**src/design/afrb_pkg.sv**
```systemverilog
`timescale 1ns / 1ps
// afrb_pkg: shared types, field widths, register offsets and codes for the
// audio FIFO register block. No dependencies.

package afrb_pkg;

  // stream field widths
  localparam int unsigned TYPE_W      = 2;
  localparam int unsigned ADDR_W      = 12;
  localparam int unsigned DATA_W      = 32;
  localparam int unsigned IN_TDATA_W  = 80;  // 12 + 32 + 32 bits, padded to bytes
  localparam int unsigned OUT_TDATA_W = 40;  // 32 + 1 + 1 + 1 bits, padded to bytes

  // configuration port
  localparam int unsigned CFG_IDX_W  = 1;
  localparam int unsigned CFG_DATA_W = 1;
  localparam logic [CFG_IDX_W-1:0] CFG_CLK_EN   = 1'd0;
  localparam logic [CFG_IDX_W-1:0] CFG_RST_HOLD = 1'd1;

  // fifo sizing
  localparam int unsigned FIFO_DEPTH_DEF = 32;
  localparam int unsigned THR_W          = 6;
  localparam int unsigned THR_LSB        = 16;

  // front-to-back queue
  localparam int unsigned Q_DEPTH = 2;
  localparam int unsigned Q_PTR_W = 1;
  localparam int unsigned Q_CNT_W = 2;

  // request kinds
  localparam logic [TYPE_W-1:0] REQ_READ  = 2'd0;
  localparam logic [TYPE_W-1:0] REQ_WRITE = 2'd1;
  localparam logic [TYPE_W-1:0] REQ_DRAIN = 2'd2;
  localparam logic [TYPE_W-1:0] REQ_ADC   = 2'd3;

  // register offsets
  localparam logic [ADDR_W-1:0] ADDR_DAC       = 12'h000;
  localparam logic [ADDR_W-1:0] ADDR_STATUS    = 12'h004;
  localparam logic [ADDR_W-1:0] ADDR_CMD       = 12'h068;
  localparam logic [ADDR_W-1:0] ADDR_ADC_DATA  = 12'h06C;
  localparam logic [ADDR_W-1:0] ADDR_RX_CTL    = 12'h080;
  localparam logic [ADDR_W-1:0] ADDR_RX_STAT   = 12'h084;
  localparam logic [ADDR_W-1:0] ADDR_RX_DATA   = 12'h088;
  localparam logic [ADDR_W-1:0] ADDR_TX_CTL    = 12'h08C;
  localparam logic [ADDR_W-1:0] ADDR_TX_STAT   = 12'h090;
  localparam logic [ADDR_W-1:0] ADDR_TX_DATA   = 12'h094;
  localparam logic [ADDR_W-1:0] ADDR_RX_CTL2   = 12'h880;
  localparam logic [ADDR_W-1:0] ADDR_RX_STAT2  = 12'h884;
  localparam logic [ADDR_W-1:0] ADDR_RX_DATA2  = 12'h888;

  // plain settings registers
  localparam int unsigned NUM_PLAIN   = 14;
  localparam int unsigned PLAIN_IDX_W = 4;
  localparam int unsigned IDX_CMD     = 6;
  localparam int unsigned IDX_ITF     = 8;
  localparam logic [ADDR_W-1:0] PLAIN_OFFS [NUM_PLAIN] = '{
    12'h008, 12'h00C, 12'h010, 12'h014, 12'h060, 12'h064, 12'h068,
    12'h800, 12'h804, 12'h808, 12'h80C, 12'h810, 12'h81C, 12'h838
  };

  // bit positions and masks
  localparam logic [DATA_W-1:0] LOW24      = 32'h00FF_FFFF;
  localparam logic [DATA_W-1:0] TX_CH_MASK = 32'h0000_0300;
  localparam logic [DATA_W-1:0] RX_CH_MASK = 32'h0000_0700;
  localparam int unsigned SOFT_FLUSH_BIT = 29;
  localparam int unsigned RX_ITF_BIT     = 30;
  localparam int unsigned READY_BIT      = 24;
  localparam int unsigned DAC_EN0_BIT    = 0;
  localparam int unsigned DAC_EN1_BIT    = 1;
  localparam int unsigned DAC_EN2_BIT    = 27;
  localparam int unsigned CTL_FLUSH      = 0;
  localparam int unsigned CTL_OVR_IE     = 1;
  localparam int unsigned CTL_UDR_IE     = 2;
  localparam int unsigned CTL_AVL_IE     = 3;
  localparam int unsigned CTL_DMA_EN     = 4;
  localparam int unsigned FLAG_OVR       = 0;
  localparam int unsigned FLAG_UDR       = 1;

  typedef enum logic [4:0] {
    OP_NOP,
    OP_RD_DAC,
    OP_RD_STATUS,
    OP_RD_ADC,
    OP_RD_RX_CTL,
    OP_RD_RX_STAT,
    OP_RD_POP,
    OP_RD_TX_CTL,
    OP_RD_TX_STAT,
    OP_RD_PLAIN,
    OP_WR_DAC,
    OP_WR_CMD,
    OP_WR_RX_CTL,
    OP_WR_TX_CTL,
    OP_WR_PUSH,
    OP_WR_PLAIN,
    OP_DRAIN,
    OP_ADC_PUSH
  } op_e;

  typedef struct packed {
    op_e                    op;
    logic [PLAIN_IDX_W-1:0] idx;
    logic [DATA_W-1:0]      data;
  } op_t;

endpackage

```
**src/design/audio_fifo_register_block_core.sv**
```systemverilog
`timescale 1ns / 1ps
// Audio FIFO register block, top level.
// Requests enter on the s_axis channel: tuser carries the request kind
// (0 bus read, 1 bus write, 2 tx drain tick, 3 adc sample push) and tdata
// carries address, write data and adc sample. Every request yields exactly
// one result on m_axis: read data plus the irq and the two dma request lines
// as they stand after the request has taken effect.
// The front classifies a request and writes it into a two-entry queue; the
// back executes one operation at a time (execute, then result), the result
// step waiting on the registered read port of the RX sample store.
// A request passes the queue, the execute step and the output register; the
// back takes no new operation until the last result has been loaded.
// If m_axis stalls, the finished result stays in the output register and
// the queue keeps accepting until both entries are taken, then tready drops.
// Reset clears the register file, flags and FIFO levels; clock_enable comes up
// as 1 and reset_hold as 0. Writing reset_hold to 1 over the cfg port clears
// the same register file, flags and levels. Config writes belong in idle periods only.
// Depends on afrb_pkg, afrb_front, afrb_queue and afrb_back.

module audio_fifo_register_block_core #(
  parameter int unsigned FIFO_DEPTH = afrb_pkg::FIFO_DEPTH_DEF
) (
  input  logic                               clk_i,
  input  logic                               rst_ni,
  input  logic                               s_axis_tvalid,
  output logic                               s_axis_tready,
  input  logic [afrb_pkg::IN_TDATA_W-1:0]    s_axis_tdata,  // address, write_data, adc_sample
  input  logic [afrb_pkg::TYPE_W-1:0]        s_axis_tuser,  // req_type
  output logic                               m_axis_tvalid,
  input  logic                               m_axis_tready,
  output logic [afrb_pkg::OUT_TDATA_W-1:0]   m_axis_tdata,  // read_data, irq, rx_dma, tx_dma
  input  logic                               cfg_we_i,
  input  logic [afrb_pkg::CFG_IDX_W-1:0]     cfg_idx_i,
  input  logic [afrb_pkg::CFG_DATA_W-1:0]    cfg_data_i
);
  import afrb_pkg::*;

  localparam int unsigned CW = $clog2(FIFO_DEPTH + 1);

  op_t                front_op, queue_op;
  logic               push, pop, q_empty, q_full;
  logic [Q_CNT_W-1:0] q_cnt;
  logic [CW-1:0]      rx_level, tx_level;

  afrb_front u_front (
    .s_axis_tvalid (s_axis_tvalid),
    .s_axis_tready (s_axis_tready),
    .s_axis_tdata  (s_axis_tdata),
    .s_axis_tuser  (s_axis_tuser),
    .q_full_i      (q_full),
    .push_o        (push),
    .op_o          (front_op)
  );

  afrb_queue u_queue (
    .clk_i   (clk_i),
    .rst_ni  (rst_ni),
    .push_i  (push),
    .op_i    (front_op),
    .pop_i   (pop),
    .op_o    (queue_op),
    .empty_o (q_empty),
    .full_o  (q_full),
    .count_o (q_cnt)
  );

  afrb_back #(
    .FIFO_DEPTH (FIFO_DEPTH)
  ) u_back (
    .clk_i         (clk_i),
    .rst_ni        (rst_ni),
    .op_i          (queue_op),
    .op_valid_i    (!q_empty),
    .op_pop_o      (pop),
    .cfg_we_i      (cfg_we_i),
    .cfg_idx_i     (cfg_idx_i),
    .cfg_data_i    (cfg_data_i),
    .m_axis_tvalid (m_axis_tvalid),
    .m_axis_tready (m_axis_tready),
    .m_axis_tdata  (m_axis_tdata),
    .rx_level_o    (rx_level),
    .tx_level_o    (tx_level)
  );

  // fifo levels never pass the depth
  assert property (@(posedge clk_i) disable iff (!rst_ni)
    rx_level <= CW'(FIFO_DEPTH))
    else $error("rx level above fifo depth");

  assert property (@(posedge clk_i) disable iff (!rst_ni)
    tx_level <= CW'(FIFO_DEPTH))
    else $error("tx level above fifo depth");

  // a full queue must hold off the front
  assert property (@(posedge clk_i) disable iff (!rst_ni)
    (q_cnt == Q_CNT_W'(Q_DEPTH)) |-> !s_axis_tready)
    else $error("front ready while queue full");

  // the back only pops an operation that is there
  assert property (@(posedge clk_i) disable iff (!rst_ni)
    pop |-> (q_cnt != '0))
    else $error("back popped an empty queue");

endmodule

```
**src/design/afrb_front.sv**
```systemverilog
`timescale 1ns / 1ps
// afrb_front: accepts stream items and classifies them into operations
// for the back end. Depends on afrb_pkg.

module afrb_front (
  input  logic                              s_axis_tvalid,
  output logic                              s_axis_tready,
  input  logic [afrb_pkg::IN_TDATA_W-1:0]   s_axis_tdata,  // address, write_data, adc_sample
  input  logic [afrb_pkg::TYPE_W-1:0]       s_axis_tuser,  // req_type
  input  logic                              q_full_i,
  output logic                              push_o,
  output afrb_pkg::op_t                     op_o
);
  import afrb_pkg::*;

  logic [ADDR_W-1:0]      addr;
  logic [DATA_W-1:0]      wdata;
  logic [DATA_W-1:0]      sample;
  logic                   plain_hit;
  logic [PLAIN_IDX_W-1:0] plain_idx;

  assign addr   = s_axis_tdata[ADDR_W-1:0];
  assign wdata  = s_axis_tdata[ADDR_W +: DATA_W];
  assign sample = s_axis_tdata[ADDR_W+DATA_W +: DATA_W];

  assign s_axis_tready = !q_full_i;
  assign push_o        = s_axis_tvalid && !q_full_i;

  // settings register lookup, offsets are unique
  always_comb begin
    plain_hit = 1'b0;
    plain_idx = '0;
    for (int i = 0; i < NUM_PLAIN; i++) begin
      if (PLAIN_OFFS[i] == addr) begin
        plain_hit = 1'b1;
        plain_idx = PLAIN_IDX_W'(i);
      end
    end
  end

  always_comb begin
    op_o.op   = OP_NOP;
    op_o.idx  = plain_idx;
    op_o.data = wdata;
    case (s_axis_tuser)
      REQ_READ: begin
        case (addr)
          ADDR_DAC:                    op_o.op = OP_RD_DAC;
          ADDR_STATUS:                 op_o.op = OP_RD_STATUS;
          ADDR_ADC_DATA:               op_o.op = OP_RD_ADC;
          ADDR_RX_CTL, ADDR_RX_CTL2:   op_o.op = OP_RD_RX_CTL;
          ADDR_RX_STAT, ADDR_RX_STAT2: op_o.op = OP_RD_RX_STAT;
          ADDR_RX_DATA, ADDR_RX_DATA2: op_o.op = OP_RD_POP;
          ADDR_TX_CTL:                 op_o.op = OP_RD_TX_CTL;
          ADDR_TX_STAT:                op_o.op = OP_RD_TX_STAT;
          default:                     op_o.op = plain_hit ? OP_RD_PLAIN : OP_NOP;
        endcase
      end
      REQ_WRITE: begin
        case (addr)
          ADDR_DAC:                  op_o.op = OP_WR_DAC;
          ADDR_CMD:                  op_o.op = OP_WR_CMD;
          ADDR_RX_CTL, ADDR_RX_CTL2: op_o.op = OP_WR_RX_CTL;
          ADDR_TX_CTL:               op_o.op = OP_WR_TX_CTL;
          ADDR_TX_DATA:              op_o.op = OP_WR_PUSH;
          // status, data and unknown offsets are read only or absent
          ADDR_STATUS, ADDR_ADC_DATA, ADDR_RX_STAT, ADDR_RX_STAT2,
          ADDR_RX_DATA, ADDR_RX_DATA2, ADDR_TX_STAT: op_o.op = OP_NOP;
          default:                   op_o.op = plain_hit ? OP_WR_PLAIN : OP_NOP;
        endcase
      end
      REQ_DRAIN: op_o.op = OP_DRAIN;
      REQ_ADC: begin
        op_o.op   = OP_ADC_PUSH;
        op_o.data = sample;
      end
      default: op_o.op = OP_NOP;
    endcase
  end

endmodule

```
**src/design/afrb_queue.sv**
```systemverilog
`timescale 1ns / 1ps
// afrb_queue: two-entry queue of classified operations between the front
// and the back end. Depends on afrb_pkg.

module afrb_queue (
  input  logic                        clk_i,
  input  logic                        rst_ni,
  input  logic                        push_i,
  input  afrb_pkg::op_t               op_i,
  input  logic                        pop_i,
  output afrb_pkg::op_t               op_o,
  output logic                        empty_o,
  output logic                        full_o,
  output logic [afrb_pkg::Q_CNT_W-1:0] count_o
);
  import afrb_pkg::*;

  op_t                entry_q [Q_DEPTH];
  logic [Q_PTR_W-1:0] wr_ptr_q, wr_ptr_d;
  logic [Q_PTR_W-1:0] rd_ptr_q, rd_ptr_d;
  logic [Q_CNT_W-1:0] cnt_q, cnt_d;
  logic               do_push, do_pop;

  assign empty_o = (cnt_q == '0);
  assign full_o  = (cnt_q == Q_CNT_W'(Q_DEPTH));
  assign count_o = cnt_q;
  assign op_o    = entry_q[rd_ptr_q];
  assign do_push = push_i && !full_o;
  assign do_pop  = pop_i && !empty_o;

  always_comb begin
    wr_ptr_d = do_push ? wr_ptr_q + 1'b1 : wr_ptr_q;
    rd_ptr_d = do_pop ? rd_ptr_q + 1'b1 : rd_ptr_q;
    cnt_d    = cnt_q;
    if (do_push && !do_pop) begin
      cnt_d = cnt_q + 1'b1;
    end else if (do_pop && !do_push) begin
      cnt_d = cnt_q - 1'b1;
    end
  end

  always_ff @(posedge clk_i or negedge rst_ni) begin
    if (!rst_ni) begin
      wr_ptr_q <= '0;
      rd_ptr_q <= '0;
      cnt_q    <= '0;
    end else begin
      wr_ptr_q <= wr_ptr_d;
      rd_ptr_q <= rd_ptr_d;
      cnt_q    <= cnt_d;
    end
  end

  always_ff @(posedge clk_i) begin
    if (do_push) begin
      entry_q[wr_ptr_q] <= op_i;
    end
  end

endmodule

```
**src/design/afrb_back.sv**
```systemverilog
`timescale 1ns / 1ps
// afrb_back: executes operations against the register file, the RX FIFO
// store and the TX fill count, and registers one result per operation.
// Depends on afrb_pkg.

module afrb_back #(
  parameter int unsigned FIFO_DEPTH = afrb_pkg::FIFO_DEPTH_DEF,
  localparam int unsigned PW = $clog2(FIFO_DEPTH),
  localparam int unsigned CW = $clog2(FIFO_DEPTH + 1)
) (
  input  logic                               clk_i,
  input  logic                               rst_ni,
  input  afrb_pkg::op_t                      op_i,
  input  logic                               op_valid_i,
  output logic                               op_pop_o,
  input  logic                               cfg_we_i,
  input  logic [afrb_pkg::CFG_IDX_W-1:0]     cfg_idx_i,
  input  logic [afrb_pkg::CFG_DATA_W-1:0]    cfg_data_i,
  output logic                               m_axis_tvalid,
  input  logic                               m_axis_tready,
  output logic [afrb_pkg::OUT_TDATA_W-1:0]   m_axis_tdata,  // read_data, irq, rx_dma, tx_dma
  output logic [CW-1:0]                      rx_level_o,
  output logic [CW-1:0]                      tx_level_o
);
  import afrb_pkg::*;

  localparam logic PH_EXEC   = 1'b0;
  localparam logic PH_RESULT = 1'b1;
  localparam logic [1:0] SEL_REG = 2'd0;
  localparam logic [1:0] SEL_POP = 2'd1;
  localparam logic [1:0] SEL_ADC = 2'd2;

  // control and register state
  logic              phase_q, phase_d;
  logic [1:0]        sel_q, sel_d;
  logic              clk_en_q, clk_en_d;
  logic              hold_q, hold_d;
  logic [DATA_W-1:0] dac_q, dac_d;
  logic [DATA_W-1:0] plain_q [NUM_PLAIN];
  logic [DATA_W-1:0] plain_d [NUM_PLAIN];
  logic [DATA_W-1:0] adc_q, adc_d;
  logic [DATA_W-1:0] txctl_q, txctl_d;
  logic [DATA_W-1:0] rxctl_q, rxctl_d;
  logic [1:0]        txflg_q, txflg_d;
  logic [1:0]        rxflg_q, rxflg_d;
  logic [CW-1:0]     tx_cnt_q, tx_cnt_d;
  logic [CW-1:0]     rx_cnt_q, rx_cnt_d;
  logic [PW-1:0]     rx_head_q, rx_head_d;
  logic [PW-1:0]     rx_tail_q, rx_tail_d;
  logic              out_valid_q, out_valid_d;

  // payload
  logic [DATA_W-1:0]      rd_q, rd_d;
  logic                   had_q, had_d;
  logic [OUT_TDATA_W-1:0] out_data_q, out_data_d;
  logic [DATA_W-1:0]      rx_mem [FIFO_DEPTH];
  logic [DATA_W-1:0]      mem_rdata_q;
  logic                   mem_we, mem_re;

  // derived views
  logic              clk_act, tx_on, rx_on, pending;
  logic [THR_W-1:0]  rx_lvl, tx_lvl, rx_thr, tx_thr;
  logic [CW-1:0]     tx_free;
  logic              load;
  logic [DATA_W-1:0] adc_new, rd_final;

  function automatic logic [PW-1:0] ptr_inc(input logic [PW-1:0] p);
    return (p == PW'(FIFO_DEPTH - 1)) ? '0 : p + 1'b1;
  endfunction

  function automatic logic [DATA_W-1:0] status_word(input logic [1:0] flg,
                                                    input logic [THR_W-1:0] lvl,
                                                    input logic [THR_W-1:0] thr);
    logic [DATA_W-1:0] s;
    s = '0;
    s[FLAG_UDR+1:FLAG_OVR+1]  = flg;
    s[CTL_DMA_EN]             = (lvl > thr);
    s[THR_LSB +: THR_W]       = lvl;
    return s;
  endfunction

  function automatic logic side_irq(input logic [DATA_W-1:0] ctrl, input logic [1:0] flg,
                                    input logic [THR_W-1:0] lvl);
    return (ctrl[CTL_AVL_IE] && (lvl > ctrl[THR_LSB +: THR_W])) ||
           (ctrl[CTL_UDR_IE] && flg[FLAG_UDR]) ||
           (ctrl[CTL_OVR_IE] && flg[FLAG_OVR]);
  endfunction

  assign clk_act = clk_en_q && !hold_q;
  assign tx_on   = clk_act && dac_q[DAC_EN0_BIT] && dac_q[DAC_EN1_BIT] &&
                   dac_q[DAC_EN2_BIT] && |(txctl_q & TX_CH_MASK);
  assign rx_on   = clk_act && plain_q[IDX_ITF][RX_ITF_BIT] && |(rxctl_q & RX_CH_MASK);
  assign tx_free = CW'(FIFO_DEPTH) - tx_cnt_q;
  assign rx_lvl  = THR_W'(rx_cnt_q);
  assign tx_lvl  = THR_W'(tx_free);
  assign rx_thr  = rxctl_q[THR_LSB +: THR_W];
  assign tx_thr  = txctl_q[THR_LSB +: THR_W];
  assign pending = side_irq(txctl_q, txflg_q, tx_lvl) || side_irq(rxctl_q, rxflg_q, rx_lvl);

  assign adc_new = had_q ? ((mem_rdata_q & LOW24) | (DATA_W'(1) << READY_BIT))
                         : (adc_q & ~(DATA_W'(1) << READY_BIT));

  always_comb begin
    case (sel_q)
      SEL_POP: rd_final = mem_rdata_q;
      SEL_ADC: rd_final = adc_new;
      default: rd_final = rd_q;
    endcase
  end

  assign load          = (phase_q == PH_RESULT) && (!out_valid_q || m_axis_tready);
  assign m_axis_tvalid = out_valid_q;
  assign m_axis_tdata  = out_data_q;
  assign rx_level_o    = rx_cnt_q;
  assign tx_level_o    = tx_cnt_q;

  always_comb begin
    phase_d     = phase_q;
    sel_d       = sel_q;
    clk_en_d    = clk_en_q;
    hold_d      = hold_q;
    dac_d       = dac_q;
    plain_d     = plain_q;
    adc_d       = adc_q;
    txctl_d     = txctl_q;
    rxctl_d     = rxctl_q;
    txflg_d     = txflg_q;
    rxflg_d     = rxflg_q;
    tx_cnt_d    = tx_cnt_q;
    rx_cnt_d    = rx_cnt_q;
    rx_head_d   = rx_head_q;
    rx_tail_d   = rx_tail_q;
    rd_d        = rd_q;
    had_d       = had_q;
    out_data_d  = out_data_q;
    out_valid_d = out_valid_q && !m_axis_tready;
    mem_we      = 1'b0;
    mem_re      = 1'b0;
    op_pop_o    = 1'b0;

    case (phase_q)
      PH_EXEC: begin
        if (op_valid_i) begin
          op_pop_o = 1'b1;
          phase_d  = PH_RESULT;
          sel_d    = SEL_REG;
          rd_d     = '0;
          case (op_i.op)
            OP_RD_DAC:     rd_d = dac_q;
            OP_RD_STATUS:  rd_d = DATA_W'(pending);
            OP_RD_ADC: begin
              // head word comes from the store on the next cycle
              sel_d  = SEL_ADC;
              had_d  = (rx_cnt_q != '0);
              mem_re = 1'b1;
            end
            OP_RD_RX_CTL:  rd_d = rxctl_q;
            OP_RD_RX_STAT: rd_d = status_word(rxflg_q, rx_lvl, rx_thr);
            OP_RD_POP: begin
              if (rx_cnt_q == '0) begin
                rxflg_d[FLAG_UDR] = 1'b1;
              end else begin
                sel_d     = SEL_POP;
                mem_re    = 1'b1;
                rx_head_d = ptr_inc(rx_head_q);
                rx_cnt_d  = rx_cnt_q - 1'b1;
              end
            end
            OP_RD_TX_CTL:  rd_d = txctl_q;
            OP_RD_TX_STAT: rd_d = status_word(txflg_q, tx_lvl, tx_thr);
            OP_RD_PLAIN:   rd_d = plain_q[op_i.idx];
            OP_WR_DAC: begin
              if (!hold_q) begin
                dac_d = op_i.data;
              end
            end
            OP_WR_CMD: begin
              if (!hold_q) begin
                plain_d[IDX_CMD] = op_i.data;
                if (op_i.data[SOFT_FLUSH_BIT]) begin
                  rx_head_d = '0;
                  rx_tail_d = '0;
                  rx_cnt_d  = '0;
                  rxflg_d   = '0;
                  adc_d     = '0;
                end
              end
            end
            OP_WR_RX_CTL: begin
              if (!hold_q) begin
                if (op_i.data[CTL_FLUSH]) begin
                  rx_head_d = '0;
                  rx_tail_d = '0;
                  rx_cnt_d  = '0;
                  rxflg_d   = '0;
                end
                rxctl_d = op_i.data & ~(DATA_W'(1) << CTL_FLUSH);
              end
            end
            OP_WR_TX_CTL: begin
              if (!hold_q) begin
                if (op_i.data[CTL_FLUSH]) begin
                  tx_cnt_d = '0;
                  txflg_d  = '0;
                end
                txctl_d = op_i.data & ~(DATA_W'(1) << CTL_FLUSH);
              end
            end
            OP_WR_PUSH: begin
              // tx words leave through the fill count only
              if (!hold_q) begin
                if (tx_cnt_q == CW'(FIFO_DEPTH)) begin
                  txflg_d[FLAG_OVR] = 1'b1;
                end else begin
                  tx_cnt_d = tx_cnt_q + 1'b1;
                end
              end
            end
            OP_WR_PLAIN: begin
              if (!hold_q) begin
                plain_d[op_i.idx] = op_i.data;
              end
            end
            OP_DRAIN: begin
              if (tx_on) begin
                tx_cnt_d = '0;
              end
            end
            OP_ADC_PUSH: begin
              if (!hold_q) begin
                if (rx_cnt_q == CW'(FIFO_DEPTH)) begin
                  rxflg_d[FLAG_OVR] = 1'b1;
                end else begin
                  mem_we    = 1'b1;
                  rx_tail_d = ptr_inc(rx_tail_q);
                  rx_cnt_d  = rx_cnt_q + 1'b1;
                end
              end
            end
            default: rd_d = '0;
          endcase
        end
      end
      PH_RESULT: begin
        if (load) begin
          phase_d     = PH_EXEC;
          out_valid_d = 1'b1;
          out_data_d  = {5'b0,
                         tx_on && txctl_q[CTL_DMA_EN] && (tx_lvl > tx_thr),
                         rx_on && rxctl_q[CTL_DMA_EN] && (rx_lvl > rx_thr),
                         clk_act && pending,
                         rd_final};
          if (sel_q == SEL_ADC) begin
            adc_d = adc_new;
          end
        end
      end
      default: phase_d = PH_EXEC;
    endcase

    // the user must make configuration writes only while the block is idle; the block does not enforce this
    if (cfg_we_i) begin
      case (cfg_idx_i)
        CFG_CLK_EN: clk_en_d = cfg_data_i[0];
        CFG_RST_HOLD: begin
          hold_d = cfg_data_i[0];
          if (cfg_data_i[0]) begin
            dac_d     = '0;
            adc_d     = '0;
            txctl_d   = '0;
            rxctl_d   = '0;
            txflg_d   = '0;
            rxflg_d   = '0;
            tx_cnt_d  = '0;
            rx_cnt_d  = '0;
            rx_head_d = '0;
            rx_tail_d = '0;
            for (int i = 0; i < NUM_PLAIN; i++) begin
              plain_d[i] = '0;
            end
          end
        end
        default: hold_d = hold_q;
      endcase
    end
  end

  always_ff @(posedge clk_i or negedge rst_ni) begin
    if (!rst_ni) begin
      phase_q     <= PH_EXEC;
      sel_q       <= SEL_REG;
      clk_en_q    <= 1'b1;
      hold_q      <= 1'b0;
      dac_q       <= '0;
      adc_q       <= '0;
      txctl_q     <= '0;
      rxctl_q     <= '0;
      txflg_q     <= '0;
      rxflg_q     <= '0;
      tx_cnt_q    <= '0;
      rx_cnt_q    <= '0;
      rx_head_q   <= '0;
      rx_tail_q   <= '0;
      out_valid_q <= 1'b0;
      for (int i = 0; i < NUM_PLAIN; i++) begin
        plain_q[i] <= '0;
      end
    end else begin
      phase_q     <= phase_d;
      sel_q       <= sel_d;
      clk_en_q    <= clk_en_d;
      hold_q      <= hold_d;
      dac_q       <= dac_d;
      adc_q       <= adc_d;
      txctl_q     <= txctl_d;
      rxctl_q     <= rxctl_d;
      txflg_q     <= txflg_d;
      rxflg_q     <= rxflg_d;
      tx_cnt_q    <= tx_cnt_d;
      rx_cnt_q    <= rx_cnt_d;
      rx_head_q   <= rx_head_d;
      rx_tail_q   <= rx_tail_d;
      out_valid_q <= out_valid_d;
      plain_q     <= plain_d;
    end
  end

  always_ff @(posedge clk_i) begin
    rd_q       <= rd_d;
    had_q      <= had_d;
    out_data_q <= out_data_d;
  end

  // rx store: one write port at the tail, one registered read port at the head
  always_ff @(posedge clk_i) begin
    if (mem_we) begin
      rx_mem[rx_tail_q] <= op_i.data;
    end
    if (mem_re) begin
      mem_rdata_q <= rx_mem[rx_head_q];
    end
  end

endmodule
```
**config.mk**
```make
export PLATFORM = sky130hd
export DESIGN_NAME = audio_fifo_register_block_core
export DESIGN_NICKNAME = d
export VERILOG_FILES = /design/src/design/afrb_pkg.sv /design/src/design/audio_fifo_register_block_core.sv /design/src/design/afrb_front.sv /design/src/design/afrb_queue.sv /design/src/design/afrb_back.sv
export SDC_FILE = /design/constraint.sdc
export NUM_CORES = 2
export LEC_CHECK = 0
export ABC_CLOCK_PERIOD_IN_PS = 3450
export BUFFER_PORTS_ARGS = -buffer_cell sky130_fd_sc_hd__clkbuf_2
export CORE_UTILIZATION = 35
export CTS_CLUSTER_DIAMETER = 100
export DETAILED_ROUTE_END_ITERATION = 10
export SLEW_MARGIN = 40
export SYNTH_ARGS = -nofsm -noshare
export SYNTH_HDL_FRONTEND = slang
export SYNTH_SLANG_ARGS = --single-unit
```
**constraint.sdc**
```tcl
create_clock -name clk_i -period 3.45 [get_ports clk_i]
set_clock_uncertainty 0.05 [all_clocks]
set_input_delay 0.345 -clock clk_i [delete_from_list [all_inputs] [get_ports clk_i]]
set_output_delay 0.345 -clock clk_i [all_outputs]
set_load 0.005 [all_outputs]
```
# Word level (Yosys, flattened, before mapping)
# Memory sizes are Yosys's and may differ from the RTL's. A register that Yosys moved wholly into a read port is not among the register bits.
# Index checks and enable logic that the tools add are counted.
# totals
input_bits,89
regBits,680
ram_bits,1106
output_inout_bits,42
n_memories,2
wordCells,344
# memory_table
name,depth,width,read_ports,rd_ports_with_merged_regs,write_ports,line_no,text
u_back.rx_mem,32,32,1,1,1,afrb_back.sv:56,logic [DATA_W-1:0] rx_mem [FIFO_DEPTH];
u_queue.entry_q,2,41,1,0,1,afrb_queue.sv:18,op_t entry_q [Q_DEPTH];
# op_classes
n_bitwise,4
reduce_logical,56
mux,180
n_eq_ne,53
magnitude_cmp,4
addsub,10
# ops
operator,n
$mux W448,6
$mux W32,36
$bwmux W448,1
$mux W224,1
$pmux W32 S7,1
$mux W192,1
$pmux W32 S2,3
$mux W6,22
$bmux W32 S4,1
$demux W32 S4,1
$mux W5,23
$eq A12 B12 Y1 const A,7
$eq A12 B8 Y1 const B,6
$eq A5 B4 Y1 const B,8
$mux W2,20
$pmux W5 S8,1
$mux W1,39
$eq A12 B12 Y1 const B,3
$eq A7 B12 Y1 const A,3
$mux W4,8
$pmux W5 S3,2
$pmux W5 S6,1
$logic_and A1 B1 Y1,26
$eq A12 B7 Y1 const B,2
41 further kinds,85

# Depth between registers and ports, before layout
# depth
depth_word,18
depth_mapped,10
mapped_depth_nobuf,10

# Cells and area by module
# A second synthesis with hierarchy kept.
# hier_totals
cells_unflattened,5356
hier_area_um2,77438.0
# modules_own_cells
mod,area_per_inst_um2,seq_area_each_um2,cells_each,n_inst
afrb_back,72971.2,48943.2,5065,1
afrb_queue,3358.2,2562.5,147,1
afrb_front,1104.8,0.0,143,1
audio_fifo_register_block_core,3.8,0.0,1,1

# Worst setup path before layout
# No wires, ideal clock.
# synth_timing
kind,register -> register
start,reg u_queue.rd_ptr_q
end,"mem u_back.rx_mem[31][0], enable pin"
setup_time_ns,0.421
slack_ns,-0.181
stages_incl_launch_ff,9
synth_period_minus_slack_ns,3.631
arrival_time_ns,3.160
n_path_buf,3
required_time_ns,2.979
cell_sequence,dfrtp_1 > buf_6 > buf_2 > nor3b_1 > o221a_2 > and3_1 > buf_2 > nand2_1 > nor2_1
# synth_between
elab_chain_len,7
# synth_lines
item,line_no,text
start: declaration,afrb_queue.sv:20,"logic [Q_PTR_W-1:0] rd_ptr_q, rd_ptr_d;"
start signal: assignment,afrb_queue.sv:49,rd_ptr_q <= rd_ptr_d;
$mem_v2 Z2 W41,-,
$eq A5 B5 Y1,afrb_back.sv:148,case (op_i.op)
$mux W1,afrb_back.sv:148,
$mux W1,afrb_back.sv:143,if (op_valid_i) begin
$mux W1,afrb_back.sv:141,case (phase_q)
$mux W1,afrb_back.sv:336,if (mem_we) begin
$mux W1 (implied by the code),afrb_back.sv:337,rx_mem[rx_tail_q] <= op_i.data;
end: declaration,afrb_back.sv:56,
# Every way passes these cells.

# Worst setup path in the final report
# layout_timing
start,reg u_queue.rd_ptr_q
end,"mem u_back.rx_mem[21][10], enable pin"
# The elaborated chain is that of the path after synthesis.

==> summary.md <==
| Metric | Value |
|---|---|
| First-pass GRT wire length | `315000 µm` |
| Pwr/cell area | `657 mW/mm²` |
| Yosys Warn Count | `0` |
| Routed wire per std cell | `25.9 µm` |
| Grt ovf | `0` |
| Avg Inst Size Synth | `15.5 µm²` |
| Die footprint | `0.220 mm²` |
| Max-slew headroom | `0.431` |
| R2R setup slack | `180 ps` |
| Vias in the first global route | `45392` |
| H-Tree Depth | `4` |
| IO Port Bufs | `121` |
| CTS clk-pin slew, worst paths | `60 ps` |
| 1st-pass router iterations | `6` |
| Num CTS Buffers | `183` |
| Max-slew violations | `0` |
| Maxcap violations | `0` |
| Share of cells above drive strength 1 | `0.258` |
| Nets | `5387` |
| Slew at the pin with the worst max-slew slack | `851 ps` |
| Register area share after synthesis | `0.675` |
| Fin crit period | `3270 ps` |
| Startpoint types | `register` |
| Worst Hold Path EP | `u_queue.entry_q[1][35]` |
| Post-Layout Cell Count | `8283` |
| CTS tree | `done` |
| Critical Path RT | `3920 ps` |
| Clock latency on the worst-skew pair | `850 ps` |
| VDD IR max | `0.000568 V` |
| Hold Crit Class | `in -> reg` |
| Synth cell types | `89` |
| Mapped Cells | `4930` |
| Core Box Area | `0.217 mm²` |
| Reg2reg end | `u_back.rx_mem[21][10]` |
| Area of the mapped netlist | `0.0764 mm²` |
| Largest net degree at the start of global routing | `163` |
| Vias per cell | `5.57` |
| Unrepaired setup endpoints after global routing | `no` |
| Final TNS setup | `0 ps` |
| Ys async rst share | `0.336` |
| Hold Crit Depth | `4` |
| Ports | `131` |
| HPWL Detailed | `138000 µm` |
| Status | `complete, no violations` |
| Finish-stage setup viols | `0` |
| Synth Flop Type | `edfxtp_1` |
| Die Ht | `469 µm` |
| Min-delay src | `s_axis_tdata[1]` |
| R2R cell count | `7` |
| Placed cells | `7859` |
| Row Count | `171` |
| GPL Wtd Cong | `0.840` |
| CTS sink cnt | `1817` |
| Routed WL | `215000 µm` |
| Worst-path fanout max | `17` |
| Final worst-path cycle share | `0.947` |
| Post-detailed-route count of antenna-violating nets | `0` |
| Fmax achieved | `0.306 GHz` |
| Die width | `469 µm` |
| Drt drc | `0` |
| Worst setup path class | `reg -> reg` |
| Initial antenna violation count | `12` |
| Initial Util | `0.352` |
| EDFF count, synth | `1206` |
| Crit path DAT | `3740 ps` |
| Total GRT Usage | `0.194` |
| Detailed-route via count | `46127` |
| Flops & latches, synth | `1817` |
| Synth-to-layout area growth | `18.0%` |
| Clk root buf | `clkbuf_16` |
| CP Capture Type | `register` |
| DR iter-0 viols | `4739` |
| Worst reg2reg path startpoint | `u_queue.rd_ptr_q` |
| Clock Path Buffers | `3` |
| P_leak | `31.1 nW` |
| Final hold violations | `0` |
| Hold_ws | `74.0 ps` |
## placed cells by master, fill, tap and decap left out, drive strengths merged, types with 12 or more instances in the layout
master          n
a222oi         33
clkbuf        376
nor4           15
and3           12
mux2           69
o22ai          33
inv            72
nor2b          35
a22o           32
a21oi         132
dfrtp         610
nor3           26
nand3          64
nand2         283
buf           375
o21ai          88
o221ai         26
edfxtp       1206
bufinv         12
nor2          583
mux4          399
a211oi        486
dlygate4sd3    76
clkinv         56
ha             27
a22oi          44
mux2i          61
and2           21
## Yosys cell counts, types with 11 or more instances
cell | count | area share
a21oi_1 | 132 | 0.0087
and3_1 | 12 | 0.00098
buf_4 | 51 | 0.0050
nand3_1 | 64 | 0.0042
a22o_1 | 32 | 0.0037
a22oi_1 | 44 | 0.0043
a222oi_1 | 33 | 0.0043
dfrtp_1 | 610 | 0.20
a211oi_2 | 30 | 0.0049
nor3_1 | 25 | 0.0016
mux4_2 | 399 | 0.12
nor2b_1 | 35 | 0.0029
buf_6 | 11 | 0.0016
o22ai_1 | 33 | 0.0027
inv_1 | 63 | 0.0031
clkbuf_1 | 208 | 0.010
o21ai_0 | 87 | 0.0057
a211oi_1 | 456 | 0.045
nor2_1 | 583 | 0.029
and2_1 | 21 | 0.0017
mux2_2 | 68 | 0.010
mux2i_1 | 60 | 0.0079
edfxtp_1 | 1206 | 0.47
buf_2 | 127 | 0.0083
ha_1 | 27 | 0.0044
o221ai_1 | 25 | 0.0029
nand2_1 | 283 | 0.014
buf_1 | 22 | 0.0011
## worst max-delay path, stage by stage, from the launching register on
cell,delay (ps)
dfrtp_4,530
nor3b_1,320
o221a_2,310
and3_1,350
nand2_1,240
buf_12,210
nor2_4,660
buf_12,280
## layout make-up
type	count	area (µm²)
Fill cell	19452	127000
Clock inverter	84	878
Timing Repair Buffer	571	5640
Sequential cell	1817	51500
Inverter	64	240
Antenna cell	3	7.51
Multi-Input combinational cell	2634	23100
Tap cell	2854	3570
Clock buffer	256	5100
## cells by family after synthesis
family / after synthesis / synth area share
buffers and inverters: 483 / 0.0294
multiplexers: 529 / 0.136
AND/OR/NAND/NOR: 1118 / 0.0640
other: 1 / 0.0000491
AO/OA/AOI/OAI: 943 / 0.0902
flip-flops: 1817 / 0.675
adder cells (fa/ha/maj): 27 / 0.00442
XOR/XNOR: 12 / 0.00138
## registers in the layout (all words and copies together) (netlist names), 5 cells and up
register             flops
u_back.m_axis_tdata     35
u_back.rx_mem         1024
u_back.mem_rdata_q      32
u_back.adc_q            31
u_back.rx_head_q         5
u_back.dac_q            32
u_back.tx_level_o        6
u_back.rd_q             32
u_back.plain_q         448
u_queue.entry_q         82
u_back.rxctl_q          32
u_back.rx_level_o        6
u_back.txctl_q          32
u_back.rx_tail_q         5
## worst max-delay path by stage
stage                startpoint                     to  slack [ps]  depth (start not counted)
2_1_floorplan  u_queue.rd_ptr_q   u_back.rx_mem[31][0]        -180                          8
3_3_place_gp   u_queue.rd_ptr_q  u_back.rx_mem[16][20]          70                          8
3_5_place_dp   u_queue.rd_ptr_q    u_back.plain_q[349]          40                          9
4_1_cts        u_queue.rd_ptr_q    u_back.plain_q[349]           2                          9
5_1_grt        u_queue.rd_ptr_q    u_back.plain_q[349]          60                          9
6_report       u_queue.rd_ptr_q  u_back.rx_mem[21][10]         180                          7
## report_power, final
part | switching, W | internal (W) | total, W
logic | 0.00853 | 0.00389 | 0.0124
clock network | 0.00856 | 0.0113 | 0.0198
registers | 0.000741 | 0.0262 | 0.0270
total | 0.0178 | 0.0414 | 0.0592
## stage by stage
stage / setup WS (ps) / instance area (µm²) / total power (W) / utilization
floorplan: -181 / 76400 / 0.0336 / -
finish: 182 / 90100 / 0.0592 / 0.415
detailed placement: 44.7 / 83200 / 0.0397 / 0.384
global route: 61.6 / 90100 / 0.0612 / 0.415
global placement: 71.9 / 82400 / 0.0394 / 0.380
CTS: 1.51 / 90000 / 0.0596 / 0.415
## timing repair
action	in CTS	in global routing
hold buffers	75	1
setup buffers	0	0
endpoints found under the setup margin	0	113
endpoints found under the hold margin	143	13
gates resized for setup	0	3
## per-layer routing
metal  share of wire  global-route usage  up-vias
met5               0                   0        -
met4           0.022              0.0471        0
met3           0.072              0.0330      269
met2            0.47               0.306     1815
met1            0.43               0.278    24166
li1                -                   -    19877
No activity file was read; power rests on OpenSTA's default activity.
